### src/hdl/pes_pkg.sv
// Shared widths and constants for the product-except-self block.
package pes_pkg;

  localparam int DATA_W = 32;

  typedef logic [DATA_W-1:0] word_t;

  localparam word_t WORD_ONE = word_t'(1);

endpackage

### src/hdl/product_except_self_top.sv
// Top level of the product-except-self block: loader, shared multiplier and sequencer.
//
// Usage: each element is one request, taken at a clock edge where start is high and
// busy is low; loading takes one element per cycle. The element with last set, or the
// one that fills MAX_LEN entries, closes the vector. The block then stays busy for a
// forward prefix pass of a read and a multiply step per element, a backward suffix
// pass of a read, an answer and a suffix step per element, and a readout of one step
// per element. Each result shows in the cycle after its readout step, and the final
// one lands on the first cycle with busy low. One 32x32 multiplier is shared by both
// passes, and each element and answer memory has a single read port. Results appear
// in index order, one per cycle with strobe high, final_res marking the last; the
// receiver cannot stall them. Products wrap modulo 2^32; a single element yields 1.
module product_except_self_top #(
  parameter int MAX_LEN = 64
) (
  input  logic               clk,
  input  logic               rst,
  input  logic               start,
  output logic               busy,
  input  logic signed [31:0] value,
  input  logic               last,
  output logic               strobe,
  output logic signed [31:0] product,
  output logic               final_res
);

  localparam int IDX_W = (MAX_LEN > 1) ? $clog2(MAX_LEN) : 1;
  localparam int CNT_W = $clog2(MAX_LEN + 1);
  localparam logic [CNT_W-1:0] CNT_TOP = CNT_W'(MAX_LEN - 1);

  localparam logic [2:0] S_LOAD    = 3'd0;
  localparam logic [2:0] S_FWD_RD  = 3'd1;
  localparam logic [2:0] S_FWD_MUL = 3'd2;
  localparam logic [2:0] S_BWD_RD  = 3'd3;
  localparam logic [2:0] S_BWD_ANS = 3'd4;
  localparam logic [2:0] S_BWD_SUF = 3'd5;
  localparam logic [2:0] S_EMIT    = 3'd6;

  logic [2:0]         state;
  logic [CNT_W-1:0]   cnt;
  logic [IDX_W-1:0]   idx;
  logic [IDX_W-1:0]   last_idx;
  pes_pkg::word_t     acc;

  logic               accept;
  logic               closing;

  logic               elem_we;
  logic [IDX_W-1:0]   elem_waddr;
  logic               elem_re;
  pes_pkg::word_t     elem_rd;

  logic               ans_we;
  pes_pkg::word_t     ans_wdata;
  logic               ans_re;
  pes_pkg::word_t     ans_rd;

  pes_pkg::word_t     mul_b;
  pes_pkg::word_t     mul_lo;

  assign busy    = (state != S_LOAD);
  assign accept  = start && !busy;
  assign closing = last || (cnt == CNT_TOP);

  // shared multiplier: accumulator times element or stored answer, low word kept
  assign mul_b  = (state == S_BWD_ANS) ? ans_rd : elem_rd;
  assign mul_lo = acc * mul_b;

  // memory port control
  assign elem_we    = accept;
  assign elem_waddr = cnt[IDX_W-1:0];
  assign elem_re    = (state == S_FWD_RD) || (state == S_BWD_RD);
  assign ans_we     = (state == S_FWD_RD) || (state == S_BWD_ANS);
  assign ans_wdata  = (state == S_FWD_RD) ? acc : mul_lo;
  assign ans_re     = (state == S_BWD_RD) || (state == S_EMIT);

  pes_ram #(
    .WIDTH (pes_pkg::DATA_W),
    .DEPTH (MAX_LEN)
  ) u_elem_ram (
    .clk   (clk),
    .we    (elem_we),
    .waddr (elem_waddr),
    .wdata (pes_pkg::word_t'(value)),
    .re    (elem_re),
    .raddr (idx),
    .rdata (elem_rd)
  );

  pes_ram #(
    .WIDTH (pes_pkg::DATA_W),
    .DEPTH (MAX_LEN)
  ) u_ans_ram (
    .clk   (clk),
    .we    (ans_we),
    .waddr (idx),
    .wdata (ans_wdata),
    .re    (ans_re),
    .raddr (idx),
    .rdata (ans_rd)
  );

  assign product = ans_rd;

  // sequencer: load, forward prefix pass, backward suffix pass, readout
  always_ff @(posedge clk) begin
    if (rst) begin
      state     <= S_LOAD;
      cnt       <= '0;
      idx       <= '0;
      strobe    <= 1'b0;
      final_res <= 1'b0;
    end else begin
      strobe    <= 1'b0;
      final_res <= 1'b0;
      case (state)
        S_LOAD: begin
          if (accept) begin
            if (closing) begin
              last_idx <= cnt[IDX_W-1:0];
              cnt      <= '0;
              idx      <= '0;
              acc      <= pes_pkg::WORD_ONE;
              state    <= S_FWD_RD;
            end else begin
              cnt <= cnt + 1'b1;
            end
          end
        end
        S_FWD_RD: begin
          state <= S_FWD_MUL;
        end
        S_FWD_MUL: begin
          if (idx == last_idx) begin
            acc   <= pes_pkg::WORD_ONE;
            state <= S_BWD_RD;
          end else begin
            acc   <= mul_lo;
            idx   <= idx + 1'b1;
            state <= S_FWD_RD;
          end
        end
        S_BWD_RD: begin
          state <= S_BWD_ANS;
        end
        S_BWD_ANS: begin
          state <= S_BWD_SUF;
        end
        S_BWD_SUF: begin
          acc <= mul_lo;
          if (idx == '0) begin
            state <= S_EMIT;
          end else begin
            idx   <= idx - 1'b1;
            state <= S_BWD_RD;
          end
        end
        S_EMIT: begin
          strobe    <= 1'b1;
          final_res <= (idx == last_idx);
          if (idx == last_idx) begin
            state <= S_LOAD;
          end else begin
            idx <= idx + 1'b1;
          end
        end
        default: begin
          state <= S_LOAD;
        end
      endcase
    end
  end

endmodule

### src/hdl/pes_ram.sv
// Generic single-write, single-read RAM with registered read data.
module pes_ram #(
  parameter int WIDTH = 32,
  parameter int DEPTH = 64
) (
  clk,
  we,
  waddr,
  wdata,
  re,
  raddr,
  rdata
);

  localparam int AW = (DEPTH > 1) ? $clog2(DEPTH) : 1;

  input  logic             clk;
  input  logic             we;
  input  logic [AW-1:0]    waddr;
  input  logic [WIDTH-1:0] wdata;
  input  logic             re;
  input  logic [AW-1:0]    raddr;
  output logic [WIDTH-1:0] rdata;

  logic [WIDTH-1:0] mem [DEPTH];

  // write port
  always_ff @(posedge clk) begin
    if (we) begin
      mem[waddr] <= wdata;
    end
  end

  // registered read; hold data when not reading
  always_ff @(posedge clk) begin
    if (re) begin
      rdata <= mem[raddr];
    end
  end

endmodule

### config.mk
export PLATFORM = sky130hd
export DESIGN_NAME = product_except_self_top
export DESIGN_NICKNAME = d
export VERILOG_FILES = /design/src/hdl/pes_pkg.sv /design/src/hdl/product_except_self_top.sv /design/src/hdl/pes_ram.sv
export SDC_FILE = /design/constraint.sdc
export NUM_CORES = 2
export LEC_CHECK = 0
export BUFFER_PORTS_ARGS = -buffer_cell sky130_fd_sc_hd__buf_2
export CAP_MARGIN = 20
export CORE_MARGIN = 2
export CORE_UTILIZATION = 50
export DETAILED_ROUTE_END_ITERATION = 8
export PLACE_DENSITY = 0.65
export REMOVE_ABC_BUFFERS = 1
export SETUP_SLACK_MARGIN = 0.15
export SYNTH_ARGS = -nofsm -noshare
export SYNTH_HDL_FRONTEND = slang
export SYNTH_SLANG_ARGS = --single-unit
### constraint.sdc
create_clock -name clk -period 13.5 [get_ports clk]
set_clock_uncertainty 0.15 [all_clocks]
set_input_delay 2.025 -clock clk [delete_from_list [all_inputs] [get_ports clk]]
set_output_delay 2.025 -clock clk [all_outputs]
set_load 0.005 [all_outputs]
-- Yosys cells after proc, flatten, opt, wreduce, memory -nomap -nowiden
Memory sizes are Yosys's and may differ from the RTL's. A register that Yosys moved wholly into a read port is not among the register bits.
Cells that the tools add are included.
- flip-flop bits (word level): 56
- memory bits (writable): 4096
- output and inout bits: 35
- memories: 2
- add/subtract/negate cells: 3
- multiply operators: 1
- eq/ne operators: 13
- mux-type cells: 23
- bitwise logic cells: 2
- reductions and logical operators: 18
- memories (memory ; depth ; width ; rd ports ; clocked after memory_dff ; write ports ; line ; text):
    u_ans_ram.mem ; 64 ; 32 ; 1 ; 1 ; 1 ; pes_ram.sv:25 ; logic [WIDTH-1:0] mem [DEPTH];
    u_elem_ram.mem ; 64 ; 32 ; 1 ; 1 ; 1 ; pes_ram.sv:25 ;
- operator list (kind ; count):
    2-to-1 mux 32 bit ; 5
    one-hot mux 32 bit (3 select lines) ; 1
    multiplier 32 x 32 -> 32 bit ; 1
    2-to-1 mux 6 bit ; 4
    one-hot mux 3 bit (7 select lines) ; 1
    one-hot mux 6 bit (3 select lines) ; 1
    2-to-1 mux 3 bit ; 4
    == test 3 bit (second input constant) ; 3
    nonzero test 3 bit ; 3
    inequality test 2 bit (second input constant) ; 4
    AND reduction 4 bit ; 2
    adder 7 x 1 -> 7 bit (second input constant) ; 1
    == test 7 x 6 -> 1 bit (second input constant) ; 1
    2-to-1 mux 7 bit ; 1
    adder 6 x 1 -> 6 bit (second input constant) ; 1
    == test 3 x 2 -> 1 bit (second input constant) ; 2
    == test 6 bit ; 1
    zero test 6 bit ; 1
    subtractor 6 x 1 -> 6 bit (second input constant) ; 1
    2-to-1 mux 1 bit ; 5
    AND reduction 5 bit ; 1
    logical OR 1 bit ; 4
    OR reduction 2 bit ; 2
    == test 3 x 1 -> 1 bit (second input constant) ; 1
    other kinds (8) ; 9

-- Longest topological paths before layout
- depth after elaboration: 5
- gate-level depth with buffers: 32
- depth with buffers taken out: 27

-- Modules after synthesis
From an unflattened synthesis, not the netlist that was laid out.
- cells, all modules: 8684
- area total of the unflattened synthesis: 176463.0 sq um
- modules (own cells, without submodules) (module ; instances ; cells each ; area each (sq um)):
    pes_ram ; 2 ; 3324 ; 78835.6
    product_except_self_top ; 1 ; 2036 ; 18791.8

-- Worst setup path after synthesis
Ideal clock, no wire load.
- kind: register to register
- start point: reg state[0]
- end point: mem u_ans_ram.mem[0][29] (data pin)
- arrival: 9.999 ns
- data required time: 12.648 ns
- path slack: 2.649 ns
- cell stages (with the launch flop): 31
- buffers on the path: 6
- period minus slack after synthesis: 10.851 ns
- path through: dfxtp_1 > buf_6 > nor3b_2 > buf_6 > buf_12 > buf_12 > mux2_1 > clkbuf_1 > clkbuf_1 > and2_1 > fa_1 > inv_1 > fa_1 > fa_1 > fa_1 > inv_1 > fa_1 > inv_1 > fa_1 > inv_1 > fa_1 > fa_1 > ha_1 > nand3_1 > nor2_1 > nand2_1 > a2111oi_0 > o21ai_0 > o21ai_0 > xnor2_1 > o21ai_0
- word-level cells in the longest chain between the ends: 4
- elaborated cells between the ends (all ways): 5
- ends and longest elaborated chain (what ; line ; text):
    from (decl) ; product_except_self_top.sv:39 ; logic [2:0] state;
    from (signal assigned) ; product_except_self_top.sv:108 ; state <= S_LOAD;
    from (signal assigned) ; product_except_self_top.sv:124 ; state <= S_FWD_RD;
    from (signal assigned) ; product_except_self_top.sv:131 ; state <= S_FWD_MUL;
    == test 3 bit ; product_except_self_top.sv:66 ; assign mul_b = (state == S_BWD_ANS) ? ans_rd : elem_rd;
    2-to-1 mux 32 bit ; product_except_self_top.sv:66 ;
    multiplier 32 x 32 -> 32 bit ; product_except_self_top.sv:67 ; assign mul_lo = acc * mul_b;
    2-to-1 mux 32 bit * ; product_except_self_top.sv:74 ; assign ans_wdata = (state == S_FWD_RD) ? acc : mul_lo;
    named net ans_wdata[29] ; product_except_self_top.sv:54 ; pes_pkg::word_t ans_wdata;
    to (decl) ; pes_ram.sv:25 ;
Mark *: on every way through the listed nets, which the timed path passes. The rest lies on a longest branch.

-- Final worst setup path
- start point: reg state[2]
- end point: mem u_ans_ram.mem[15][31] (data pin)
Same word-level chain as after synthesis.

==> impl_results.md <==
- Post-route ant nets: 0
- Setup WS post-layout: 3.162 ns
- Final Max Slew Viols: 0
- Clock Tree Buf Depth: 4
- Number of flops mapped to enable cells by yosys: 4198
- Number of global-route vias before repair: 95860
- Number of cell rows: about 210
- Root Driver: clkbuf_16
- Design area: 187500 um2
- Worst EP arrival: approximately 11 ns
- Initial Utilization: 50.24%
- Syn avg cell area: roughly 17 um2
- Hold-fix buffers, CTS: 0
- Die ar.: ~340000 um2
- Status: finished, final reports clean
- Fin crit share: 76.58%
- Hold Vio Cnt, Final: 0
- Fin crit period: 10.34 ns
- Clock-pin slew on the worst setup and hold paths: 0.06 ns
- Worst slew margin: 18.87%
- Area post-placement: 174800 um2
- Nets: 10430
- CTS HTree Levels: 5
- Async SR Flop Fraction: 0%
- Via Count: 99410
- HPWL after DPL: 290.0 mm
- Hold slack: 0.3231 ns
- CTS tree: yes
- Flops & latches, synth: 4216
- Most common cell after layout, fill and taps aside: edfxtp_1
- Worst min path class: flop to flop
- Initial antenna violation count: between 40 and 50
- Yosys warns: 0
- Commonest cells after routing, fill and taps aside: 4198 x edfxtp_1, 1178 x a22oi_1, 438 x a221oi_1
- Routability Congestion: approximately 0.86
- Seq/Total Area, Yosys: between 70% and 80%
- Syn Inst Count: 9713
- Total CTS buffers: 409
- Mapped cell area: 167500 um2
- Post-CTS setup buffer count: 0
- Maxcap violations: 0
- Port Buf Inserts: 70
- CTS Sinks: 4216
- Drt pass-1 iters: 6
- Max Fanout on Critical Path: 64
- Iter 0 DRT Violations: 15850
- Die width: slightly below 600 um
- Yosys cell types: 61
- All-Layer GR Usage: ~31%
- Endpoints failing setup: 0
- CP Class: flop to flop
- Startpoint types: flop
- GR Overflow Total: 0
- WL/cell: 36.14 um
- Post-CTS resize count: 0
- Top-Level Pins: 71
- Routed WL: 528.1 mm
- Global-route wire length before repair: 735.3 mm
- Clock insertion delay at the later pin of the skew report: 0.96 ns
- Setup crit end kind: flop
- # DRC: 0
- Core Region: 333400 um2
- Met1 Use GR: a little over 40%
- Die Ht: 582.8 um
- Busiest grt layer: met2
- RSZ-0062 raised after global routing: no
- Layout cells sized above 1: 11.10%
- Met3 Use GR: 6.120%
- Fmax: 96.73 MHz
- Vias per inst: 6.803
- Critical Path RT: 13.98 ns
- Fin Setup TNS: 0 ns
- Predominant post-synthesis flop cell: edfxtp_1
- Largest net degree at the start of global routing: 131
- M2 GR Usage: between 40% and 50%
- Slew of the pin with the lowest slew margin: 1.206 ns
- Layout area overhead: 11.96%
- Setup WS pre-CTS: around 3.4 ns
cells in the mapped netlist (5+ instances only):
cell type,instances,area [um2]
edfxtp_1,4198,126100
a22oi_1,1178,8843
clkbuf_1,486,1824
a221oi_1,438,3836
a22o_1,437,3827
a31oi_1,434,2715
fa_1,409,8188
inv_1,385,1445
nand2_1,304,1141
and2_1,284,1777
nor2_1,192,720.7
buf_1,141,529.3
ha_1,128,1602
a21oi_1,115,575.6
nor4_1,86,538.0
nand4_1,78,488.0
nand3_1,65,325.3
xnor2_1,63,551.8
nor2b_1,45,281.5
o21ai_0,41,205.2
xor2_1,22,192.7
a21o_1,20,150.1
mux2_2,19,214.0
dfxtp_1,18,360.4
nand2b_1,13,81.33
nor3_1,10,50.05
nor3b_1,10,75.07
mux2i_1,7,70.07
o21a_1,7,52.55
and3_1,6,37.54
or3_1,6,37.54
mux2_4,5,75.07
or3b_2,5,43.79
xnor3_1,5,112.6
sequential cells by signal (all words and copies together) (netlist names):
signal / count
final_res: 1
u_ans_ram.mem: 2048
state: 3
u_ans_ram.rdata: 32
last_idx: 6
cnt: 7
idx: 6
acc: 32
u_elem_ram.mem: 2048
u_elem_ram.rdata: 32
strobe: 1
layout make-up:
cell class              instances  area (um2)
diodes                         25       62.56
clock buffers                 511       10850
clock inverters               244        1749
fillers                     25130      145900
inverters                     385        1445
multi-input cells            4478       38640
flip-flops and latches       4216      126400
well taps                    4387        5489
repair buffers                366        2890
through the flow:
stage | std cells | utilization, %
2_1_floorplan | 9079 | -
3_3_place_gp | 13830 | 52.42
3_5_place_dp | 13830 | 52.42
4_1_cts | 14580 | 56.20
5_1_grt | 14600 | 56.24
6_report | 14610 | 56.25
critical path: stages, from the launching register on:
cell	delay [ns]
dfxtp_1	0.60
nor3b_4	0.25
buf_4	0.52
mux2_1	0.75
and2_1	0.35
fa_1	0.52
inv_1	0.06
fa_1	0.50
fa_1	0.46
fa_1	0.55
inv_1	0.05
fa_1	0.52
inv_1	0.07
fa_1	0.55
inv_1	0.05
fa_1	0.50
fa_1	0.42
ha_1	0.40
nand3_1	0.12
nor2_1	0.18
nand2_1	0.09
a2111oi_0	0.54
o21ai_0	0.34
o21ai_0	0.38
a31oi_1	0.15
xor2_1	0.20
o21ai_4	0.16
buf_4	0.52
layer usage:
layer,share of wire (%),up-vias
li1,-,39530
met1,36,51280
met2,47,7389
met3,12,1191
met4,5.2,16
met5,0.019,-
path summary, 6_finish.rpt:
path         startpoint  cells past startpoint  slack, ns                    end
max            state[2]                     27       3.16  u_ans_ram.mem[15][31]
max reg2reg    state[2]                     27       3.16  u_ans_ram.mem[15][31]
min              cnt[6]                      1       0.32                 cnt[6]
min reg2reg      cnt[6]                      1       0.32                 cnt[6]
logic make-up (layout without fill, tap and decap cells):
family	after synthesis	in the layout	share of synthesized area, %
AND/OR/NAND/NOR	1121	1121	3.426
flip-flops	4216	4216	75.47
buffers and inverters	1019	1506	2.318
multiplexers	34	34	0.2345
adder cells (fa/ha/maj)	537	537	5.844
XOR/XNOR	92	92	0.5311
other	0	25	0
AO/OA/AOI/OAI	2694	2694	12.18
Power is left out: the tool's default activity adds up to more than one toggle a clock period on the data nets, which glitch-free logic cannot reach.
